<file path="src/hw/rtl/tbs_pkg.sv">
// ----------------------------------------------------------------------------
// tbs_pkg
// Shared types and constants for the timestamp batch sorter.
// ----------------------------------------------------------------------------
`default_nettype none
package tbs_pkg;
    localparam int CAPACITY = 64;
    localparam int CNT_W = $clog2(CAPACITY + 1);
    localparam int IDX_W = (CAPACITY > 1) ? $clog2(CAPACITY) : 1;
    localparam int TIME_W = 63;
    localparam int PAY_W = 64;
    localparam int TOT_W = 64;
    localparam int QDEPTH = 2;

    typedef struct packed {
        logic [TIME_W-1:0] hit_time;
        logic [PAY_W-1:0]  hit_payload;
        logic              batch_end;
    } t_in;

    typedef struct packed {
        logic [TIME_W-1:0] out_time;
        logic [PAY_W-1:0]  out_payload;
        logic              out_last;
        logic [TOT_W-1:0]  hits_passed;
        logic              overflow;
    } t_out;

    typedef struct packed {
        logic [TIME_W-1:0] key;
        logic [PAY_W-1:0]  pay;
    } t_hit;

    typedef enum logic [1:0] {
        CMD_STORE = 2'd0,
        CMD_DROP  = 2'd1,
        CMD_FLUSH = 2'd2,
        CMD_DFLSH = 2'd3
    } t_cmd_op;

    typedef struct packed {
        t_cmd_op op;
        t_hit    hit;
    } t_cmd;

    typedef enum logic [0:0] {
        ST_LOAD  = 1'b0,
        ST_DRAIN = 1'b1
    } t_state;
endpackage
`default_nettype wire

</file>
<file path="src/hw/rtl/tbs_queue.sv">
// ----------------------------------------------------------------------------
// tbs_queue
// Short command queue between front and back.
// ----------------------------------------------------------------------------
`default_nettype none
module tbs_queue (
    input  wire logic          i_clk,
    input  wire logic          i_rst_n,
    input  wire logic          i_push,
    input  wire tbs_pkg::t_cmd i_cmd,
    input  wire logic          i_pop,
    output logic               o_full,
    output logic               o_valid,
    output tbs_pkg::t_cmd      o_cmd
);
    localparam int PW = $clog2(tbs_pkg::QDEPTH);
    tbs_pkg::t_cmd          r_mem [tbs_pkg::QDEPTH];
    logic [PW-1:0]          r_wp, r_rp;
    logic [PW:0]            r_cnt;
    logic                   pu, po;

    assign o_full = (r_cnt == (PW+1)'(tbs_pkg::QDEPTH));
    assign o_valid = (r_cnt != '0);
    assign o_cmd = r_mem[r_rp];
    assign pu = i_push && !o_full;
    assign po = i_pop && o_valid;

    always_ff @(posedge i_clk) begin
        if (pu) begin
            r_mem[r_wp] <= i_cmd;
        end
    end

    always_ff @(posedge i_clk) begin
        if (!i_rst_n) begin
            r_wp <= '0;
            r_rp <= '0;
            r_cnt <= '0;
        end else begin
            if (pu) r_wp <= r_wp + 1'b1;
            if (po) r_rp <= r_rp + 1'b1;
            r_cnt <= r_cnt + (PW+1)'(pu) - (PW+1)'(po);
        end
    end

    a_no_ovf: assert property (@(posedge i_clk) disable iff (!i_rst_n)
        r_cnt <= (PW+1)'(tbs_pkg::QDEPTH)) else $error("queue overflow");
    a_pop_valid: assert property (@(posedge i_clk) disable iff (!i_rst_n)
        (r_cnt == '0) |-> !o_valid) else $error("empty queue valid");
    a_cnt_step: assert property (@(posedge i_clk) disable iff (!i_rst_n)
        (pu && !po) |=> (r_cnt == $past(r_cnt) + 1'b1)) else $error("count step");
endmodule
`default_nettype wire

</file>
<file path="config.mk">
export PLATFORM = sky130hd
export DESIGN_NAME = tbs_queue
export DESIGN_NICKNAME = d
export VERILOG_FILES = /design/src/hw/rtl/tbs_pkg.sv /design/src/hw/rtl/tbs_queue.sv
export SDC_FILE = /design/constraint.sdc
export NUM_CORES = 1
export LEC_CHECK = 0
export BUFFER_PORTS_ARGS = -buffer_cell sky130_fd_sc_hd__buf_2
export CAP_MARGIN = 20
export CORE_MARGIN = 5
export CORE_UTILIZATION = 30
export CTS_CLUSTER_DIAMETER = 150
export DETAILED_ROUTE_END_ITERATION = 10
export SKIP_LAST_GASP = 1
export SLEW_MARGIN = 20
export SYNTH_ARGS = -nofsm -noshare
export SYNTH_HDL_FRONTEND = slang
export SYNTH_SLANG_ARGS = --single-unit
</file>
<file path="constraint.sdc">
create_clock -name i_clk -period 9.7 [get_ports i_clk]
set_input_delay 0.97 -clock i_clk [delete_from_list [all_inputs] [get_ports i_clk]]
set_output_delay 0.97 -clock i_clk [all_outputs]
set_load 0.03 [all_outputs]
</file>
==> impl_metrics.tcl <==
set metrics [dict create \
    ys_top_cells_by_count "edfxtp_1, mux2_2, buf_6" \
    cpPeakStageDelay_ns 0.88 \
    drive_above_1_share_pct 60.1 \
    cts_setup_buffers 0 \
    ctsResizeCount 0 \
    cts_buffer_depth 3 \
    initialDrtViolationCount 213 \
    power-per-cell-area_mw_per_mm2 304 \
    p_leak_nw 4.53 \
    grt_pass1_wl_mm 29.9 \
    die_x_um 189 \
    fin_nets 847 \
    wl_per_cell_um 17.3 \
    hpwl_mm 12.7 \
    ir_drop_v 0.000190 \
    synth_most_common_cell "edfxtp_1" \
    yosysWarnings 0 \
    fin_skew_ns 0.00847 \
    grt_pass1_vias 5309 \
    finalSetupTns_ns 0 \
    fp-row-count 65 \
    synth_flop_cell "edfxtp_1" \
    antenna_found_initial 2 \
    clock_latency_ns 0.54 \
    syn_nets 563 \
    required_ns 8.73 \
    finalHoldViolations 0 \
    synth-edff-count 258 \
    start_util_pct 30.4 \
    status "completed" \
    synth_top_area_cell "edfxtp_1" \
    gp_congestion 0.698 \
    cts_buffers 29 \
    synth_seq_cells 263 \
    startpoint_type "flip-flop" \
    htree_levels 1 \
    cp_max_fo 68 \
    p_int_w 0.00251 \
    drt-total-wl_mm 19.5 \
    synth_top_area_share_pct 80.8 \
    synth_area_mm2 0.00959 \
    die_area_mm2 0.0356 \
    rsz0062_at_grt "no" \
    diodes 0 \
    pre_cts_slack_ns 6.21 \
    crit_type "reg -> out" \
    grt_max_degree 74 \
    root_buffer "clkbuf_16" \
    syn_inst 428 \
    cts_tree "built" \
    vias_per_cell 4.30 \
    ant_nets 0 \
    io_pins 264 \
    dpl.cell_count 1083 \
    switchingPower_w 0.00121 \
    ys_async_sr_fraction_pct 0 \
    fin_cells 1132 \
    yosys-top-cells-area "edfxtp_1, mux2_2, buf_6" \
    post-route-min-period_ns 3.93 \
    pwr-share-seq_pct 41.4 \
    crit_path_cell_trace "buf_4 > mux2_2 > buf_2" \
    vias 4863 \
    grtUsageTotal_pct 10.5 \
    finalSetupViolations 0 \
    cp_slowest_cell "dfxtp_4" \
    drc_errors 0 \
    cts_sinks 263 \
    clkSlewWorstSetupHoldPaths_ns 0.06 \
    drtPass1Iterations 5 \
    crit_path_end_kind "primary output" \
    max_cap_viol_count 0 \
    io_buffers 263 \
    worst_pin_slew_ns 1.07 \
    syn_area_per_cell_um2 22.4 \
    combPwrFrac_pct 29.3 \
    core_area_mm2 0.0316 \
    swShare_pct 32.5 \
    fmax_mhz 254 \
    p_clk_share_pct 29.3 \
    yosysSeqAreaShare_pct 81.8 \
    worstPathArrival_ns 2.96 \
    relSlewSlack_pct 28.7 \
    fp.dieH_um 189 \
    worstHoldPathType "reg -> reg" \
    slew_violations 0 \
    crit_family "buffers and inverters" \
    path_buf_inv 2 \
    worst_slack_ns 5.77 \
    post-route-period-util_pct 40.5 \
    cts_hold_repair.buffers 0 \
    grt_overflow 0 \
    area_delta_synth_final_pct 27.7 \
    yosysUniqueCellTypes 18 \
]
-- sequential cells by signal (all words and copies together), names as in the netlist, named ones only --
name and count:
r_mem 258, r_wp 1, r_rp 1, r_cnt 2
-- worst register-to-register path, delay by kind of cell, from the launching register on --
kind	cells	cell delay (ns)
AND/OR/NAND/NOR	2	0.94
buffers and inverters	1	0.93
flip-flops	1	0.36
-- area by class of cell --
class	count	area (um^2)
clock buffers	35	748
clock inverters	14	198
fillers	2963	19300
inverters	3	11.3
multi-input cells	148	1590
flip-flops and latches	263	7850
well taps	402	503
repair buffers	267	1350
-- cells by family (layout without fill, tap and decap cells) --
group,after synthesis,count (layout),synth area share [%]
adder cells (fa/ha/maj),2,2,0.261
multiplexers,130,130,15.3
flip-flops,263,263,81.8
buffers and inverters,17,319,1.70
AND/OR/NAND/NOR,13,13,0.679
XOR/XNOR,2,2,0.183
AO/OA/AOI/OAI,1,1,0.0783
-- per-stage QoR --
stage,hold slack [ns],total power [W],util (%),instance area [um^2]
6_report,0.523,0.00372,38.8,12200
5_1_grt,0.557,0.00391,38.8,12200
4_1_cts,0.530,0.00379,38.8,12200
3_5_place_dp,0.507,0.00268,35.8,11300
3_3_place_gp,0.496,0.00267,35.8,11300
2_1_floorplan,0.455,0.00241,-,9590
-- power groups by stage --
| stage | sequential [W] | clock (W) | combinational, W |
|---|---|---|---|
| global placement | 0.00157 | 0 | 0.00111 |
| global route | 0.00157 | 0.00118 | 0.00116 |
| floorplan | 0.00155 | 0 | 0.000857 |
| finish | 0.00154 | 0.00109 | 0.00109 |
| CTS | 0.00155 | 0.00113 | 0.00111 |
| detailed placement | 0.00157 | 0 | 0.00111 |
-- worst paths after layout --
check                                         start                      end  slack, ns  cells after the start
worst max-delay path                      flip-flop                o_cmd[82]       5.77                      3
worst max register to register  r_cnt[0]$_SDFF_PN0_  r_mem[1][122]$_DFFE_PP_       6.98                      3
worst min register to register    r_rp$_SDFFE_PN0P_        r_rp$_SDFFE_PN0P_       0.52                      2
worst min-delay path              r_rp$_SDFFE_PN0P_        r_rp$_SDFFE_PN0P_       0.52                      2
-- layout by cell type (no fill, tap or decap), types with 4 or more instances in the layout --
master and count:
mux2_2 129, buf_4 4, edfxtp_1 258, clkinv_1 4
clkbuf_1 6, dfxtp_1 4, clkbuf_16 29, buf_2 263
bufinv_16 5
-- layer usage --
layer	GRT usage, %	part of all wire, %
met5	0	0.14
met4	2.89	2.8
met3	3.65	8.2
met2	17.8	48
met1	13.0	40
No activity file was read; power rests on OpenSTA's default activity.
