File: config.mk
export PLATFORM = sky130hd
export DESIGN_NAME = tbs_front
export DESIGN_NICKNAME = d
export VERILOG_FILES = /design/src/hw/rtl/tbs_pkg.sv /design/src/hw/rtl/tbs_front.sv
export SDC_FILE = /design/constraint.sdc
export NUM_CORES = 1
export LEC_CHECK = 0
export BUFFER_PORTS_ARGS = -buffer_cell sky130_fd_sc_hd__buf_2
export CORE_AREA = 2 2 101 103
export DETAILED_ROUTE_END_ITERATION = 10
export DIE_AREA = 0 0 103 105
export PLACE_DENSITY = 0.55
export SYNTH_ARGS = -nofsm -noshare
export SYNTH_HDL_FRONTEND = slang
export SYNTH_SLANG_ARGS = --single-unit
File: constraint.sdc
create_clock -name i_clk -period 5 [get_ports i_clk]
set_clock_uncertainty 0.1 [all_clocks]
set_input_delay 0.5 -clock i_clk [delete_from_list [all_inputs] [get_ports i_clk]]
set_output_delay 0.5 -clock i_clk [all_outputs]
set_load 0.005 [all_outputs]
File: src/hw/rtl/tbs_pkg.sv
// ----------------------------------------------------------------------------
// tbs_pkg
// Shared types and constants for the timestamp batch sorter.
// ----------------------------------------------------------------------------
`default_nettype none
package tbs_pkg;
    localparam int CAPACITY = 64;
    localparam int CNT_W = $clog2(CAPACITY + 1);
    localparam int IDX_W = (CAPACITY > 1) ? $clog2(CAPACITY) : 1;
    localparam int TIME_W = 63;
    localparam int PAY_W = 64;
    localparam int TOT_W = 64;
    localparam int QDEPTH = 2;

    typedef struct packed {
        logic [TIME_W-1:0] hit_time;
        logic [PAY_W-1:0]  hit_payload;
        logic              batch_end;
    } t_in;

    typedef struct packed {
        logic [TIME_W-1:0] out_time;
        logic [PAY_W-1:0]  out_payload;
        logic              out_last;
        logic [TOT_W-1:0]  hits_passed;
        logic              overflow;
    } t_out;

    typedef struct packed {
        logic [TIME_W-1:0] key;
        logic [PAY_W-1:0]  pay;
    } t_hit;

    typedef enum logic [1:0] {
        CMD_STORE = 2'd0,
        CMD_DROP  = 2'd1,
        CMD_FLUSH = 2'd2,
        CMD_DFLSH = 2'd3
    } t_cmd_op;

    typedef struct packed {
        t_cmd_op op;
        t_hit    hit;
    } t_cmd;

    typedef enum logic [0:0] {
        ST_LOAD  = 1'b0,
        ST_DRAIN = 1'b1
    } t_state;
endpackage
`default_nettype wire

File: src/hw/rtl/tbs_front.sv
// ----------------------------------------------------------------------------
// tbs_front
// Classifies incoming hits into store, drop and flush commands.
// ----------------------------------------------------------------------------
`default_nettype none
module tbs_front (
    input  wire logic               i_clk,
    input  wire logic               i_rst_n,
    input  wire logic               i_start,
    input  wire tbs_pkg::t_in       i_data,
    input  wire logic               i_q_full,
    input  wire logic               i_flush_done,
    output logic                    o_busy,
    output logic                    o_q_push,
    output tbs_pkg::t_cmd           o_q_cmd
);
    logic [tbs_pkg::CNT_W-1:0] r_cnt, n_cnt;
    logic                      r_wait, n_wait;
    logic                      acc, full;

    assign o_busy = r_wait || i_q_full;
    assign acc = i_start && !o_busy;
    assign full = (r_cnt == tbs_pkg::CNT_W'(tbs_pkg::CAPACITY));

    always_comb begin
        n_cnt = r_cnt;
        n_wait = r_wait;
        o_q_push = acc;
        o_q_cmd.hit.key = i_data.hit_time;
        o_q_cmd.hit.pay = i_data.hit_payload;
        o_q_cmd.op = tbs_pkg::CMD_STORE;
        if (r_wait && i_flush_done) begin
            n_wait = 1'b0;
        end
        if (acc) begin
            if (i_data.batch_end) begin
                o_q_cmd.op = full ? tbs_pkg::CMD_DFLSH : tbs_pkg::CMD_FLUSH;
                n_cnt = '0;
                n_wait = 1'b1;
            end else begin
                o_q_cmd.op = full ? tbs_pkg::CMD_DROP : tbs_pkg::CMD_STORE;
                if (!full) begin
                    n_cnt = r_cnt + 1'b1;
                end
            end
        end
    end

    always_ff @(posedge i_clk) begin
        if (!i_rst_n) begin
            r_cnt <= '0;
            r_wait <= 1'b0;
        end else begin
            r_cnt <= n_cnt;
            r_wait <= n_wait;
        end
    end

    a_cnt_range: assert property (@(posedge i_clk) disable iff (!i_rst_n)
        r_cnt <= tbs_pkg::CNT_W'(tbs_pkg::CAPACITY))
        else $error("fill count out of range");
    a_wait_busy: assert property (@(posedge i_clk) disable iff (!i_rst_n)
        r_wait |-> o_busy) else $error("accepting during drain");
    a_end_wait: assert property (@(posedge i_clk) disable iff (!i_rst_n)
        (acc && i_data.batch_end) |=> r_wait) else $error("flush not held");
endmodule
`default_nettype wire

==> results.md <==
## Placement
- final RePlAce weighted congestion: 0.762
- worst setup slack after placement: 2.63 ns
- final HPWL from detailed placement: 2060 um
- number of buffers added on ports: 9
- standard cell area after detailed placement: 687 um2

## Die
- core outline area: 0.00964 mm2
- horizontal extent of the die: 103 um
- Cell Rows: 36
- Initial Utilization: 0.149
- chip height: 105 um
- num ports: 264
- Die Area: 0.0108 mm2

## Clock network
- clock tree from TritonCTS: built
- CTS Sinks: 8
- clock edge transition at the registers on the reported setup and hold paths: 0.04 ns
- quantity of gates resized following cts: 0
- H-tree depth: 1
- Skew-Pair Late Insertion Delay: 0.22 ns
- number of buffers inserted by hold repair at cts: 0
- number of buffers on the longest clock path: 2
- CTS Root Buffer Type: sky130_fd_sc_hd__clkbuf_8
- postcts setup bufs: 0
- CTS Buf Count: 3

## Drt
- number of optimization iterations in the first detailed-route pass: 4
- vias per std cell: 3.18
- post-detailed-routing wire length: 2530 um
- violation count after the first detailed-route iteration: 32
- drt drc: 0
- via count: 635
- remaining antenna violation count after routing: 0
- wire length per cell after detailed routing: 12.6 um

## Yosys
- Mapped Cells: 184
- post-synth top area share: 0.664
- sequential share of the synthesized area: 0.111
- number of distinct library cells after synthesis: 28
- synthesized net count: 319
- cell type with the highest aggregate area in the netlist: sky130_fd_sc_hd__buf_4
- Syn. warnings: 0
- synthesized flop and latch total: 8
- Area contributors post-synth: sky130_fd_sc_hd__buf_4 (66%), sky130_fd_sc_hd__dfxtp_1 (11%), sky130_fd_sc_hd__o2111ai_1 (1.8%)
- Mean Syn Cell Area: 7.81 um2
- cell area after synthesis: 0.00144 mm2

## Outcome
- outcome: finished clean

## STA
- Final Critical Period: 2.31 ns
- Max-slew headroom: 0.666
- Final WS setup: 2.69 ns
- number of slew-limit violations in the final report: 0
- setup repair after global routing missed its margin: no
- number of endpoints with negative hold slack in the final report: 0
- actual slew at the worst max-slew pin: 0.494 ns
- setup TNS: 0 ns
- final count of negative-setup-slack endpoints: 0
- upper clock frequency limit: 434 MHz
- fin crit share: 0.461

## Power and ir drop
- share of total power consumed by net switching: 0.222
- internal power consumption: 123 uW
- combinational power share: 0.093
- clock network fraction of total power: 0.490
- portion of total power attributed to sequential cells: 0.417
- power density cells: 217 mW/mm2
- peak supply drop: 53.1 uV
- switching power of the nets: 35.0 uW
- leakage power total: 0.000222 uW

## GRT
- number of global-route vias before repair: 647
- Global Route Usage Sum: 0.0436
- initial antenna violation count: 1
- global-route wire length before repair: 3530 um
- Congestion Overflow GR: 0
- largest net degree at the start of global routing: 12

## Setup path
- type of origin of the critical path: input port
- CP Max Fanout: 8
- critical path class: in -> out
- WP data required: 4.40 ns
- Critical Path End Type: output port
- critical path arrival: 1.71 ns
- worst reg2reg setup slack: 3.21 ns

## Worst hold path
- worst min-delay path category: reg -> reg

## Final layout
- most common library cell in the layout ignoring fill and taps: sky130_fd_sc_hd__buf_2
- commonest non-fill, non-tap cells in the layout: sky130_fd_sc_hd__buf_2 (9), sky130_fd_sc_hd__dfxtp_1 (8), sky130_fd_sc_hd__inv_1 (6), sky130_fd_sc_hd__nand2_1 (6), sky130_fd_sc_hd__nand3_1 (4)
- ratio of cells with drive above 1 in the final layout: 0.254
- total non-filler cell area in the finished layout: 728 um2
- synthesis-to-layout area growth: -49.3%
- Diodes inserted: 0
- final net count: 204

## Job
- max cap viols: 0

path summary, 6_finish.rpt:
| path | start | end | cells past startpoint |
|---|---|---|---|
| worst max-delay path | i_q_full | o_q_cmd[127] | 4 |
| worst min-delay path | r_cnt[6] | r_cnt[6] | 2 |
| worst max register to register | r_cnt[2] | r_cnt[1] | 3 |
| worst min register to register | r_cnt[6] | r_cnt[6] | 2 |
layer usage:
| metal | wire, um | up-vias | track usage |
|---|---|---|---|
| li1 | - | 246 | - |
| met1 | 535 | 260 | 0.0277 |
| met2 | 1070 | 69 | 0.0575 |
| met3 | 483 | 58 | 0.0294 |
| met4 | 424 | 2 | 0.0808 |
| met5 | 13 | - | 0 |
per-stage QoR:
| stage | hold slack, ns | power [uW] | utilization | cells |
|---|---|---|---|---|
| floorplan | 0.382 | 158 | - | 184 |
| global placement | 0.414 | 81.7 | 0.0713 | 197 |
| global route | 0.451 | 166 | 0.0755 | 200 |
| finish | 0.420 | 158 | 0.0755 | 200 |
| detailed placement | 0.408 | 81.8 | 0.0713 | 197 |
| CTS | 0.417 | 160 | 0.0755 | 200 |
cell type report:
class / instances / area [um2]
inverter: 6 / 22.5
clock buffer: 3 / 41.3
fill: 1151 / 8910
timing repair buffer: 9 / 45.0
tap: 133 / 166
sequential: 8 / 160
multi-input combinational: 41 / 293
flip-flops by register name, summed over array words and instances (netlist names):
name and flops:
r_cnt 7, r_wait 1
power by group through the flow:
stage               combinational, uW  clock (uW)  sequential [uW]
finish                           14.8        77.3             65.8
CTS                              15.0        79.2             65.7
detailed placement               15.0           0             66.8
global route                     16.9        83.4             65.7
floorplan                        91.0           0             66.6
global placement                 14.9           0             66.8
cell usage after synthesis:
master / instances
sky130_fd_sc_hd__o211ai_2: 1
sky130_fd_sc_hd__ha_1: 2
sky130_fd_sc_hd__or4b_1: 2
sky130_fd_sc_hd__inv_1: 6
sky130_fd_sc_hd__or4_1: 1
sky130_fd_sc_hd__clkbuf_1: 2
sky130_fd_sc_hd__o2111ai_1: 3
sky130_fd_sc_hd__dfxtp_1: 8
sky130_fd_sc_hd__o21ai_0: 1
sky130_fd_sc_hd__a31oi_1: 3
sky130_fd_sc_hd__o22ai_1: 1
sky130_fd_sc_hd__o32ai_1: 1
sky130_fd_sc_hd__nor2b_1: 1
sky130_fd_sc_hd__or3b_2: 1
sky130_fd_sc_hd__nand2b_1: 1
sky130_fd_sc_hd__nor3_1: 1
sky130_fd_sc_hd__o21a_1: 1
sky130_fd_sc_hd__nand3_1: 4
sky130_fd_sc_hd__buf_4: 127
sky130_fd_sc_hd__nor2_1: 1
sky130_fd_sc_hd__nor4b_1: 1
sky130_fd_sc_hd__or2_2: 1
sky130_fd_sc_hd__o31a_1: 1
sky130_fd_sc_hd__o41ai_1: 2
sky130_fd_sc_hd__o211ai_1: 3
sky130_fd_sc_hd__or3_2: 1
sky130_fd_sc_hd__nand2_1: 6
sky130_fd_sc_hd__or4_4: 1
cells by family after synthesis:
logic type	synth area share
compound gates	0.0932
fa+ha+maj	0.0174
buf+inv	0.685
flops	0.111
simple gates	0.0932
worst max-delay path, cell delays in order:
cell and delay (ns):
sky130_fd_sc_hd__buf_2 0.11, sky130_fd_sc_hd__or3b_2 0.57, sky130_fd_sc_hd__nor3_1 0.34, sky130_fd_sc_hd__buf_2 0.18
(Power assumes the default switching activity.)
